<file path="src/sv/llpws_pkg.sv">
`timescale 1ns / 1ps
`default_nettype none

package llpws_pkg;

   localparam int NUM_CPUS_DEF  = 16;
   localparam int DEPTH_CAP_DEF = 255;
   localparam int MOVED_LIMIT   = 127;

   localparam int ACTION_W  = 2;
   localparam int CPU_ID_W  = 4;
   localparam int THREAD_W  = 16;
   localparam int STATUS_W  = 2;
   localparam int MOVED_W   = 7;
   localparam int ACTIVE_W  = 5;

   typedef logic [ACTION_W-1:0] action_type;
   typedef logic [STATUS_W-1:0] status_type;

   localparam action_type ACT_ENQUEUE = 2'd0;
   localparam action_type ACT_STEAL   = 2'd1;
   localparam action_type ACT_DONE    = 2'd2;

   localparam status_type ST_OK         = 2'd0;
   localparam status_type ST_NO_VICTIM  = 2'd1;
   localparam status_type ST_ALL_FULL   = 2'd2;

endpackage

`default_nettype wire

</file>
<file path="src/sv/least_loaded_placement_and_work_steal.sv">
`timescale 1ns / 1ps
`default_nettype none

// Run-queue balancer: one depth counter per CPU held in a synchronous memory.
// Enqueue and steal read the depths of the effective active CPUs one per
// cycle; thread-done reads only the requester's depth, and a word that needs
// no memory access goes straight to the response state. A full output
// register holds the sequencer in that state. The single read port of the
// depth memory sets the scan rate. Reset clears all depths at once through
// per-entry valid bits, so no clearing pass follows reset. A finished word
// waits in the output register while the next request is taken.

module least_loaded_placement_and_work_steal
   import llpws_pkg::*;
#(
   parameter int NUM_CPUS  = NUM_CPUS_DEF,
   parameter int DEPTH_CAP = DEPTH_CAP_DEF
) (
   input  wire logic                clock,
   input  wire logic                reset,
   input  wire logic                req_valid,
   output      logic                req_ready,
   input  wire logic [ACTION_W-1:0] req_action,
   input  wire logic [CPU_ID_W-1:0] req_requester_cpu,
   input  wire logic [THREAD_W-1:0] req_thread_id,
   output      logic                rsp_valid,
   input  wire logic                rsp_ready,
   output      logic [STATUS_W-1:0] rsp_status,
   output      logic [CPU_ID_W-1:0] rsp_chosen_cpu,
   output      logic                rsp_kick,
   output      logic [MOVED_W-1:0]  rsp_moved_count,
   output      logic [THREAD_W-1:0] rsp_thread_echo,
   input  wire logic                csr_valid,
   output      logic                csr_ready,
   input  wire logic [ACTIVE_W-1:0] csr_active_cpus
);

   localparam int CPU_W = $clog2(NUM_CPUS);
   localparam int CNT_W = $clog2(NUM_CPUS + 1);
   localparam int DEP_W = $clog2(DEPTH_CAP + 1);

   localparam logic [2:0] S_IDLE     = 3'd0;
   localparam logic [2:0] S_SCAN     = 3'd1;
   localparam logic [2:0] S_DECIDE   = 3'd2;
   localparam logic [2:0] S_STEAL_WR = 3'd3;
   localparam logic [2:0] S_DONE_RD  = 3'd4;
   localparam logic [2:0] S_RESP     = 3'd5;

   logic [2:0]          state_ff, state_in;
   logic [ACTIVE_W-1:0] active_ff;

   logic [DEP_W-1:0]    depth_mem [NUM_CPUS];
   logic [NUM_CPUS-1:0] valid_ff;
   logic [DEP_W-1:0]    rd_data_ff;
   logic                rd_valid_ff;
   logic                rd_en, wr_en;
   logic [CPU_W-1:0]    rd_addr, wr_addr;
   logic [DEP_W-1:0]    wr_data;
   logic [DEP_W-1:0]    depth_rd;

   action_type          action_ff;
   logic [CPU_ID_W-1:0] req_cpu_ff;
   logic [THREAD_W-1:0] thread_ff;
   logic [CNT_W-1:0]    issue_ff;
   logic                pend_ff;
   logic [CPU_W-1:0]    pidx_ff;
   logic [CPU_W-1:0]    best_ff;
   logic [DEP_W-1:0]    sel_depth_ff;
   logic [DEP_W-1:0]    req_depth_ff;
   logic                found_ff;

   status_type          res_status_ff;
   logic [CPU_ID_W-1:0] res_chosen_ff;
   logic                res_kick_ff;
   logic [MOVED_W-1:0]  res_moved_ff;

   logic                rsp_valid_ff;
   status_type          rsp_status_ff;
   logic [CPU_ID_W-1:0] rsp_chosen_ff;
   logic                rsp_kick_ff;
   logic [MOVED_W-1:0]  rsp_moved_ff;
   logic [THREAD_W-1:0] rsp_thread_ff;

   logic [31:0]         act32, n32, half32;
   logic [CNT_W-1:0]    n_cnt;
   logic [MOVED_W-1:0]  take;
   logic                req_fire, scan_more, full, steal_ok, load_rsp;

   assign req_fire  = req_valid && req_ready;
   assign req_ready = (state_ff == S_IDLE);
   assign csr_ready = 1'b1;

   always_comb begin
      act32 = 32'(active_ff);
      if (act32 == 32'd0) begin
         n32 = 32'd1;
      end else if (act32 > 32'(NUM_CPUS)) begin
         n32 = 32'(NUM_CPUS);
      end else begin
         n32 = act32;
      end
      n_cnt = CNT_W'(n32);
   end

   assign depth_rd  = rd_valid_ff ? rd_data_ff : '0;
   assign scan_more = (issue_ff < n_cnt);
   assign full      = (32'(sel_depth_ff) >= 32'(DEPTH_CAP));
   assign steal_ok  = found_ff && (req_depth_ff == '0);
   assign half32    = 32'(sel_depth_ff) >> 1;
   assign take      = (half32 > 32'(MOVED_LIMIT)) ? MOVED_W'(MOVED_LIMIT) : MOVED_W'(half32);
   assign load_rsp  = (state_ff == S_RESP) && (!rsp_valid_ff || rsp_ready);

   always_comb begin
      state_in = state_ff;
      rd_en    = 1'b0;
      rd_addr  = '0;
      wr_en    = 1'b0;
      wr_addr  = '0;
      wr_data  = '0;
      case (state_ff)
         S_IDLE: begin
            if (req_fire) begin
               case (req_action)
                  ACT_ENQUEUE: state_in = S_SCAN;
                  ACT_STEAL: begin
                     state_in = (32'(req_requester_cpu) >= n32) ? S_RESP : S_SCAN;
                  end
                  ACT_DONE: begin
                     if (32'(req_requester_cpu) < 32'(NUM_CPUS)) begin
                        rd_en    = 1'b1;
                        rd_addr  = CPU_W'(req_requester_cpu);
                        state_in = S_DONE_RD;
                     end else begin
                        state_in = S_RESP;
                     end
                  end
                  default: state_in = S_RESP;
               endcase
            end
         end
         S_SCAN: begin
            if (scan_more) begin
               rd_en   = 1'b1;
               rd_addr = issue_ff[CPU_W-1:0];
            end else if (!pend_ff) begin
               state_in = S_DECIDE;
            end
         end
         S_DECIDE: begin
            state_in = S_RESP;
            if (action_ff == ACT_ENQUEUE) begin
               if (!full) begin
                  wr_en   = 1'b1;
                  wr_addr = best_ff;
                  wr_data = sel_depth_ff + DEP_W'(1);
               end
            end else if (steal_ok) begin
               wr_en    = 1'b1;
               wr_addr  = best_ff;
               wr_data  = sel_depth_ff - DEP_W'(take);
               state_in = S_STEAL_WR;
            end
         end
         S_STEAL_WR: begin
            wr_en    = 1'b1;
            wr_addr  = CPU_W'(req_cpu_ff);
            wr_data  = DEP_W'(take);
            state_in = S_RESP;
         end
         S_DONE_RD: begin
            if (depth_rd != '0) begin
               wr_en   = 1'b1;
               wr_addr = CPU_W'(req_cpu_ff);
               wr_data = depth_rd - DEP_W'(1);
            end
            state_in = S_RESP;
         end
         S_RESP: begin
            if (load_rsp) begin
               state_in = S_IDLE;
            end
         end
         default: state_in = S_IDLE;
      endcase
   end

   always_ff @(posedge clock) begin
      if (wr_en) begin
         depth_mem[wr_addr] <= wr_data;
      end
      if (rd_en) begin
         rd_data_ff  <= depth_mem[rd_addr];
         rd_valid_ff <= valid_ff[rd_addr];
      end
   end

   always_ff @(posedge clock) begin
      if (reset) begin
         valid_ff <= '0;
      end else if (wr_en) begin
         valid_ff[wr_addr] <= 1'b1;
      end
   end

   always_ff @(posedge clock) begin
      if (reset) begin
         state_ff     <= S_IDLE;
         active_ff    <= ACTIVE_W'(1);
         pend_ff      <= 1'b0;
         found_ff     <= 1'b0;
         issue_ff     <= '0;
         rsp_valid_ff <= 1'b0;
      end else begin
         state_ff <= state_in;
         if (csr_valid && csr_ready) begin
            active_ff <= csr_active_cpus;
         end
         pend_ff <= (state_ff == S_SCAN) && rd_en;
         if (req_fire) begin
            issue_ff <= '0;
            found_ff <= 1'b0;
         end else if ((state_ff == S_SCAN) && scan_more) begin
            issue_ff <= issue_ff + CNT_W'(1);
         end
         if (pend_ff && (action_ff == ACT_STEAL)
             && (32'(pidx_ff) != 32'(req_cpu_ff)) && (depth_rd > sel_depth_ff)) begin
            found_ff <= 1'b1;
         end
         if (load_rsp) begin
            rsp_valid_ff <= 1'b1;
         end else if (rsp_ready) begin
            rsp_valid_ff <= 1'b0;
         end
      end
   end

   always_ff @(posedge clock) begin
      pidx_ff <= rd_addr;
      if (req_fire) begin
         action_ff     <= req_action;
         req_cpu_ff    <= req_requester_cpu;
         thread_ff     <= req_thread_id;
         best_ff       <= '0;
         sel_depth_ff  <= DEP_W'(1);
         req_depth_ff  <= '0;
         res_status_ff <= ((req_action == ACT_STEAL) && (32'(req_requester_cpu) >= n32))
                          ? ST_NO_VICTIM : ST_OK;
         res_chosen_ff <= '0;
         res_kick_ff   <= 1'b0;
         res_moved_ff  <= '0;
      end
      if (pend_ff) begin
         if (action_ff == ACT_ENQUEUE) begin
            if ((pidx_ff == '0) || (depth_rd < sel_depth_ff)) begin
               sel_depth_ff <= depth_rd;
               best_ff      <= pidx_ff;
            end
         end else if (32'(pidx_ff) == 32'(req_cpu_ff)) begin
            req_depth_ff <= depth_rd;
         end else if (depth_rd > sel_depth_ff) begin
            sel_depth_ff <= depth_rd;
            best_ff      <= pidx_ff;
         end
      end
      if (state_ff == S_DECIDE) begin
         if (action_ff == ACT_ENQUEUE) begin
            if (full) begin
               res_status_ff <= ST_ALL_FULL;
            end else begin
               res_chosen_ff <= CPU_ID_W'(best_ff);
               res_kick_ff   <= (32'(best_ff) != 32'(req_cpu_ff));
            end
         end else if (steal_ok) begin
            res_chosen_ff <= CPU_ID_W'(best_ff);
            res_moved_ff  <= take;
         end else begin
            res_status_ff <= ST_NO_VICTIM;
         end
      end
      if (load_rsp) begin
         rsp_status_ff <= res_status_ff;
         rsp_chosen_ff <= res_chosen_ff;
         rsp_kick_ff   <= res_kick_ff;
         rsp_moved_ff  <= res_moved_ff;
         rsp_thread_ff <= thread_ff;
      end
   end

   assign rsp_valid       = rsp_valid_ff;
   assign rsp_status      = rsp_status_ff;
   assign rsp_chosen_cpu  = rsp_chosen_ff;
   assign rsp_kick        = rsp_kick_ff;
   assign rsp_moved_count = rsp_moved_ff;
   assign rsp_thread_echo = rsp_thread_ff;

`ifndef NO_ASSERTIONS
   a_no_write_when_idle: assert property (@(posedge clock) disable iff (reset)
      !(wr_en && (state_ff == S_IDLE)))
      else $error("depth memory written while idle");

   a_no_read_write_clash: assert property (@(posedge clock) disable iff (reset)
      !(wr_en && rd_en))
      else $error("depth memory read and written in the same cycle");

   a_accept_leaves_idle: assert property (@(posedge clock) disable iff (reset)
      req_fire |=> (state_ff != S_IDLE))
      else $error("request accepted but sequencer stayed idle");

   a_rsp_from_resp: assert property (@(posedge clock) disable iff (reset)
      $rose(rsp_valid_ff) |-> ($past(state_ff) == S_RESP))
      else $error("response raised outside the response state");

   a_fail_fields_zero: assert property (@(posedge clock) disable iff (reset)
      (rsp_valid_ff && (rsp_status_ff != ST_OK))
      |-> ((rsp_chosen_ff == '0) && (rsp_moved_ff == '0) && !rsp_kick_ff))
      else $error("failed response carries nonzero fields");
`endif

endmodule

`default_nettype wire
</file>
<file path="config.mk">
export PLATFORM = sky130hd
export DESIGN_NAME = least_loaded_placement_and_work_steal
export DESIGN_NICKNAME = d
export VERILOG_FILES = /design/src/sv/llpws_pkg.sv /design/src/sv/least_loaded_placement_and_work_steal.sv
export SDC_FILE = /design/constraint.sdc
export NUM_CORES = 1
export LEC_CHECK = 0
export BUFFER_PORTS_ARGS = -buffer_cell sky130_fd_sc_hd__buf_2
export CAP_MARGIN = 20
export CORE_ASPECT_RATIO = 0.7
export CORE_MARGIN = 8
export CORE_UTILIZATION = 46
export CTS_BUF_LIST = sky130_fd_sc_hd__clkbuf_16
export DETAILED_ROUTE_END_ITERATION = 7
export GPL_ROUTABILITY_DRIVEN = 0
export PLACE_DENSITY = 0.62
export SYNTH_ARGS = -nofsm -noshare
export SYNTH_HDL_FRONTEND = slang
export SYNTH_SLANG_ARGS = --single-unit
</file>
<file path="constraint.sdc">
create_clock -name clock -period 3.65 [get_ports clock]
set_clock_uncertainty 0.1 [all_clocks]
set_input_delay 0.365 -clock clock [delete_from_list [all_inputs] [get_ports clock]]
set_output_delay 0.365 -clock clock [all_outputs]
set_load 0.02 [all_outputs]
</file>
==> results of run 1 <==
==> cells by family (layout without fill, tap and decap cells) <==
kind of cell,count (synthesis),count (layout),synth area share
XOR/XNOR,24,24,0.01869
AND/OR/NAND/NOR,258,258,0.1103
multiplexers,50,50,0.04461
buffers and inverters,82,224,0.03349
adder cells (fa/ha/maj),30,30,0.03405
flip-flops,259,259,0.6293
other,1,1,0.0003335
AO/OA/AOI/OAI,202,202,0.1293
==> per-layer routing <==
| metal | vias up | routed length, um |
|---|---|---|
| met5 | - | 0 |
| met4 | 0 | 432 |
| met3 | 40 | 1763 |
| met2 | 247 | 11110 |
| met1 | 3713 | 14400 |
| li1 | 3629 | - |
==> power breakdown <==
part	internal [mW]	total [mW]	leakage (nW)	switching (mW)
Sequential	3.36	3.47	2.29	0.110
Combinational	0.377	1.01	2.45	0.635
Clock	1.43	2.52	0.411	1.09
==> stage by stage <==
stage	hold slack, ps	utilization
4_1_cts	31.31	0.5435
3_5_place_dp	304.5	0.5005
6_report	59.82	0.5445
5_1_grt	41.45	0.5445
3_3_place_gp	300.5	0.5005
2_1_floorplan	300.3	-
==> Yosys cell counts (8+ instances only) <==
| library cell | n |
|---|---|
| ha_1 | 29 |
| dfxtp_1 | 70 |
| edfxtp_1 | 189 |
| nor2b_1 | 10 |
| xnor2_1 | 12 |
| a21o_1 | 8 |
| clkbuf_1 | 27 |
| inv_1 | 36 |
| o21ai_0 | 36 |
| a21oi_1 | 44 |
| a221oi_1 | 32 |
| mux2i_1 | 49 |
| nor3_1 | 14 |
| nand2_1 | 102 |
| nor2_1 | 50 |
| xor2_1 | 12 |
| o21ba_2 | 9 |
| nand3_1 | 26 |
==> repair_timing <==
item | 4_1_cts | 5_1_grt
resized for setup | 0 | 4
setup buffers | 0 | 2
setup endpoints to repair | 0 | 23
hold buffers | 25 | 0
endpoints found under the hold margin | 25 | 0
==> state kept, by name (all words and copies together) (netlist names), 7 cells and up <==
| name | flops |
|---|---|
| depth_mem | 128 |
| rd_data_ff | 8 |
| req_depth_ff | 8 |
| res_moved_ff | 7 |
| rsp_moved_count | 7 |
| rsp_thread_echo | 16 |
| sel_depth_ff | 8 |
| thread_ff | 16 |
| valid_ff | 16 |
==> worst max path at each step <==
| stage | to | cells after the start |
|---|---|---|
| after global routing | rd_data_ff[0]$_DFFE_PP_ | 11 |
| after CTS | rd_valid_ff$_DFFE_PP_ | 11 |
| after detailed placement | rd_valid_ff$_DFFE_PP_ | 11 |
| after floorplan | rd_valid_ff$_DFFE_PP_ | 12 |
| final | rd_data_ff[0]$_DFFE_PP_ | 11 |
| after global placement | rd_data_ff[3]$_DFFE_PP_ | 11 |
==> layout make-up <==
| type | count | area, um^2 |
|---|---|---|
| fillers | 2056 | 11080 |
| flip-flops and latches | 259 | 7077 |
| multi-input cells | 565 | 3815 |
| repair buffers | 140 | 1006 |
| clock buffers | 26 | 650.6 |
| well taps | 325 | 406.6 |
| clock inverters | 20 | 145.1 |
| inverters | 38 | 143.9 |
==> flow_metrics.env, run 1 <==
export IMPL_hold_end="req_cpu_ff[3]$_DFFE_PP_"
export IMPL_ant_nets=0
export IMPL_worst_slew_pin_slew_ps=745.3
export IMPL_layout_setup_ws_ps=214.2
export IMPL_cap_violations=0
export IMPL_synth_seq_area_share=0.6293
export IMPL_fin_total_pwr_mw=7.000
export IMPL_insertion_delay_ps=530
export IMPL_crit_path_end_kind="register"
export IMPL_crit_family="compound AO/OA/AOI/OAI gates"
export IMPL_cts_root_buffer="clkbuf_16"
export IMPL_ys_top_cells_by_area="edfxtp_1, dfxtp_1, mux2i_1, nand2_1, ha_1"
export IMPL_grt_pass1_vias=7230
export IMPL_cp_start_kind="register"
export IMPL_port_buffers=63
export IMPL_ios=65
export IMPL_path_buf_inv=2
export IMPL_slew_headroom=0.5031
export IMPL_nets=1091
export IMPL_path_cells="inv_1, nand2_1, ha_1, a211o_1, a2111oi_2, a21boi_2, nor2_4, buf_4, mux2i_1, a221oi_1, or4_1"
export IMPL_antenna_found_initial=0
export IMPL_dpl_cell_count=1300
export IMPL_fin_setup_tns_ps=0
export IMPL_cts_sinks=259
export IMPL_status="complete, no violations"
export IMPL_drc=0
export IMPL_tritoncts="built"
export IMPL_crit_slowest_cell="or4_1"
export IMPL_synth_seq_cells=259
export IMPL_critPathKind="register to register"
export IMPL_synth_edff_count=189
export IMPL_hold_violations=0
export IMPL_final_cell_mix="edfxtp_1, nand2_1, dfxtp_1"
export IMPL_max_stage_delay_ps=540
export IMPL_die_h_um=146.8
export IMPL_synth_area_um2=11250
export IMPL_yosys_area_top_type_share=0.5047
export IMPL_drt_total_wl_um=27710
export IMPL_syn_nets=968
export IMPL_setup_viol=0
export IMPL_timing_fmax_ghz=0.2910
export IMPL_vias_per_cell=5.556
export IMPL_synthFlopType="edfxtp_1"
export IMPL_netlist_cell_type_count=73
export IMPL_syn_inst=906
export IMPL_finalMaxSlewViolations=0
export IMPL_start_util=0.4623
export IMPL_areaGrowthSynthToFinish_pct=17.77
export IMPL_grt_ovfl_total=0
export IMPL_min_period_ps=3436
export IMPL_antenna_cells=0
export IMPL_rrSetupSlack_ps=210
export IMPL_met1_usage=0.2962
export IMPL_met3_usage=0.03036
export IMPL_fin_area_um2=13240
export IMPL_htreeDepth=1
export IMPL_clockBufferDepth=3
export IMPL_ys_warn_count=0
export IMPL_dpl_cell_area_um2=12170
export IMPL_power_leakage_nw=5.153
export IMPL_timing_critical_path_from="active_ff[4]$_SDFFE_PP0P_"
export IMPL_worstHoldStart="req_requester_cpu[3]"
export IMPL_hp_class="input port to register"
export IMPL_synth_top_cell_by_area="edfxtp_1"
export IMPL_period_share=0.9413
export IMPL_dp_hpwl_um=18990
export IMPL_drt_iter0_drc=652
export IMPL_whs_path_depth=1
export IMPL_num_rows=48
export IMPL_routedWlPerCell_um=20.18
export IMPL_final_common_cell="edfxtp_1"
export IMPL_numCtsBuffers=25
export IMPL_vdd_ir_drop_max_v=0.0003543
export IMPL_async_flop_share=0
export IMPL_post_place_ws_ps=35.14
export IMPL_grt_start_max_net_pins=53
export IMPL_reg2reg_depth=11
export IMPL_grt_busiest_layer="met1"
export IMPL_critPathMaxFanout=23
export IMPL_die_w_um=202.9
export IMPL_coreArea_um2=24320
export IMPL_cp_required_ps=3820
export IMPL_grt_usage=0.1833
export IMPL_layout_cells_non_filler=1373
export IMPL_vias=7629
export IMPL_first_pass_iters=4
export IMPL_worstPathArrival_ps=3600
export IMPL_drive_above_1_share=0.1813
export IMPL_grt_use_met2=0.2527
export IMPL_avgSynthCellArea_um2=12.41
export IMPL_r2r_end="rd_data_ff[0]$_DFFE_PP_"
export IMPL_clkTransAtPathRegs_ps=70
export IMPL_r2r_start="active_ff[4]$_SDFFE_PP0P_"
export IMPL_p_per_area_nw_per_um2=528.5
export IMPL_grt_pass1_wl_um=43380
export IMPL_die_area_um2=29790
No activity file was read; power rests on OpenSTA's default activity.
==> inputs of run 2 (changes only) <==
--- a/config.mk
+++ b/config.mk
@@ -13,7 +13,7 @@
 export CTS_BUF_LIST = sky130_fd_sc_hd__clkbuf_16
 export DETAILED_ROUTE_END_ITERATION = 7
 export GPL_ROUTABILITY_DRIVEN = 0
-export PLACE_DENSITY = 0.62
+export PLACE_DENSITY = 0.64
 export SYNTH_ARGS = -nofsm -noshare
 export SYNTH_HDL_FRONTEND = slang
 export SYNTH_SLANG_ARGS = --single-unit
==> constraint.sdc (replaced) <==
create_clock -name clock -period 2.8 [get_ports clock]
set_clock_uncertainty 0.1 [all_clocks]
set_input_delay 0.28 -clock clock [delete_from_list [all_inputs] [get_ports clock]]
set_output_delay 0.28 -clock clock [all_outputs]
set_load 0.02 [all_outputs]
==> run 2 against run 1 <==
Sequential share of layout area down 6.1 points; first-iteration DRC count grew 30%; via count rose by 9.7%; cell count rose by 9.0%; clock power up 27%; fmax rose by 8.7%; power is 37% higher; the run now ends with setup timing left; critical endpoint is now rd_data_ff[6]$_DFFE_PP_; global-route usage up 2.2 points.
==> flow_metrics.env, run 2 (synthesized netlist as in run 1, its figures left out) <==
export IMPL_grt_setup_unrepaired="true"
export IMPL_grt_usage=0.2055
export IMPL_drt_total_wl_um=31990
export IMPL_grt_start_max_net_pins=33
export IMPL_vias=8369
export IMPL_multi_input_area_um2=4342
export IMPL_slew_headroom=0.6146
export IMPL_antenna_cells=0
export IMPL_cp_required_ps=2960
export IMPL_fin_total_pwr_mw=9.602
export IMPL_violations="setup timing"
export IMPL_cts_sinks=259
export IMPL_tritoncts="built"
export IMPL_grt_ovfl_total=0
export IMPL_htreeDepth=1
export IMPL_final_common_cell="edfxtp_1"
export IMPL_final_core_util=0.6150
export IMPL_layout_cells_non_filler=1497
export IMPL_register_area_um2=7083
export IMPL_numCtsBuffers=24
export IMPL_largest_register_ffs=128
export IMPL_min_period_ps=3160
export IMPL_crit_path_end_kind="register"
export IMPL_nets=1216
export IMPL_routedWlPerCell_um=21.37
export IMPL_ios=65
export IMPL_die_area_um2=29790
export IMPL_die_h_um=146.8
export IMPL_critPathKind="register to register"
export IMPL_grt_pass1_vias=8034
export IMPL_grt_pass1_wl_um=47910
export IMPL_drc=0
export IMPL_finalMaxSlewViolations=0
export IMPL_power_leakage_nw=5.876
export IMPL_hp_class="input port to register"
export IMPL_ant_nets=0
export IMPL_cap_violations=0
export IMPL_first_pass_iters=5
export IMPL_largest_register="depth_mem"
export IMPL_clkTransAtPathRegs_ps=60
export IMPL_drt_iter0_drc=845
export IMPL_worstPathArrival_ps=3320
export IMPL_coreArea_um2=24320
export IMPL_hold_violations=0
export IMPL_num_rows=48
export IMPL_die_w_um=202.9
export IMPL_start_util=0.4623
export IMPL_drive_above_1_share=0.3464
export IMPL_fillers=1889
export IMPL_period_share=1.129
export IMPL_critPathMaxFanout=8
export IMPL_dpl_cell_count=1399
export IMPL_status="finished, violations left"
export IMPL_vias_per_cell=5.591
export IMPL_worst_slew_pin_slew_ps=578.1
export IMPL_final_cell_mix="edfxtp_1, buf_4, nand2_1"
export IMPL_hold_slack_ps=36.15
export IMPL_cp_start_kind="register"
export IMPL_vdd_ir_drop_max_v=0.0004883
export IMPL_cts_root_buffer="clkbuf_16"
export IMPL_p_per_area_nw_per_um2=641.9
export IMPL_setup_viol=41
export IMPL_timing_fmax_ghz=0.3165
export IMPL_port_buffers=63
export IMPL_layout_setup_ws_ps=-360.0
export IMPL_dp_hpwl_um=20930
export IMPL_areaGrowthSynthToFinish_pct=33.01
export IMPL_clockBufferDepth=3
export IMPL_antenna_found_initial=0
export IMPL_insertion_delay_ps=520
[run 2: cell count changes in the layout (fill, tap and decap cells not counted), moves of 9 or more]
cell / previous run / this run
buf_4: 48 / 134
nor2_1: 49 / 32
buf_6: 0 / 15
buf_12: 4 / 18
nor2_2: 1 / 15
nand2_1: 102 / 89
nand2_2: 0 / 10
a21oi_1: 44 / 35
[run 2: worst paths after layout]
check	from	endpoint	slack [ps]	cells after the start
worst max register to register	active_ff[4]$_SDFFE_PP0P_	rd_data_ff[6]$_DFFE_PP_	-360	13
worst min-delay path	csr_valid	active_ff[1]$_SDFFE_PP0P_	40	3
worst min register to register	thread_ff[3]$_DFFE_PP_	rsp_thread_echo[3]$_DFFE_PP_	320	0
worst max-delay path	active_ff[4]$_SDFFE_PP0P_	rd_data_ff[6]$_DFFE_PP_	-360	13
[run 2: layer usage]
layer  GRT usage  vias up  wire (um)
met3     0.03696       45       2945
li1            -     3903          -
met2      0.3089      358      13710
met4     0.03544        0        546
met1      0.3091     4063      14790
met5           0        -          0
[run 2: repair_timing]
item | CTS | global route
setup buffers | 10 | 8
setup endpoints to repair | 115 | 192
cloned | 5 | 4
gates resized for setup | 48 | 63
pin swaps | 22 | 18
hold buffers | 29 | 0
hold endpoints to repair | 29 | 0
[run 2: report_power, final]
group          internal, mW  switching [mW]  total, mW  leakage [nW]
sequential             4.38           0.134       4.52          2.30
combinational         0.819            1.07       1.89          3.19
clock                  1.80            1.40       3.20         0.391
total                  7.00            2.60       9.60          5.88
[run 2: per-stage QoR]
stage	setup WS, ps	area [um^2]	TNS [ps]
finish	-360.0	14960	-5883
global route	-484.7	14960	-11420
CTS	-362.4	14620	-5877
detailed placement	-481.3	13160	-15610
global placement	-351.1	13160	-14200
floorplan	-210.8	11370	-1415
[run 2: final cells by class]
| type | instances | area share |
|---|---|---|
| repair buffers | 263 | 0.1478 |
| clock inverters | 19 | 0.009201 |
| clock buffers | 25 | 0.04182 |
| inverters | 38 | 0.01020 |
| flip-flops and latches | 259 | 0.4735 |
| well taps | 325 | 0.02719 |
| multi-input cells | 568 | 0.2903 |
[run 2: critical path, cell delays in order, from the launching register on]
cell	delay, ps
dfxtp_2	330
inv_4	90
nand2_4	60
ha_4	260
a211o_1	170
a2111oi_4	90
a21boi_4	170
nor2_4	420
clkinv_4	220
buf_12	200
buf_8	120
nand2_1	70
a221oi_1	80
or4_1	500
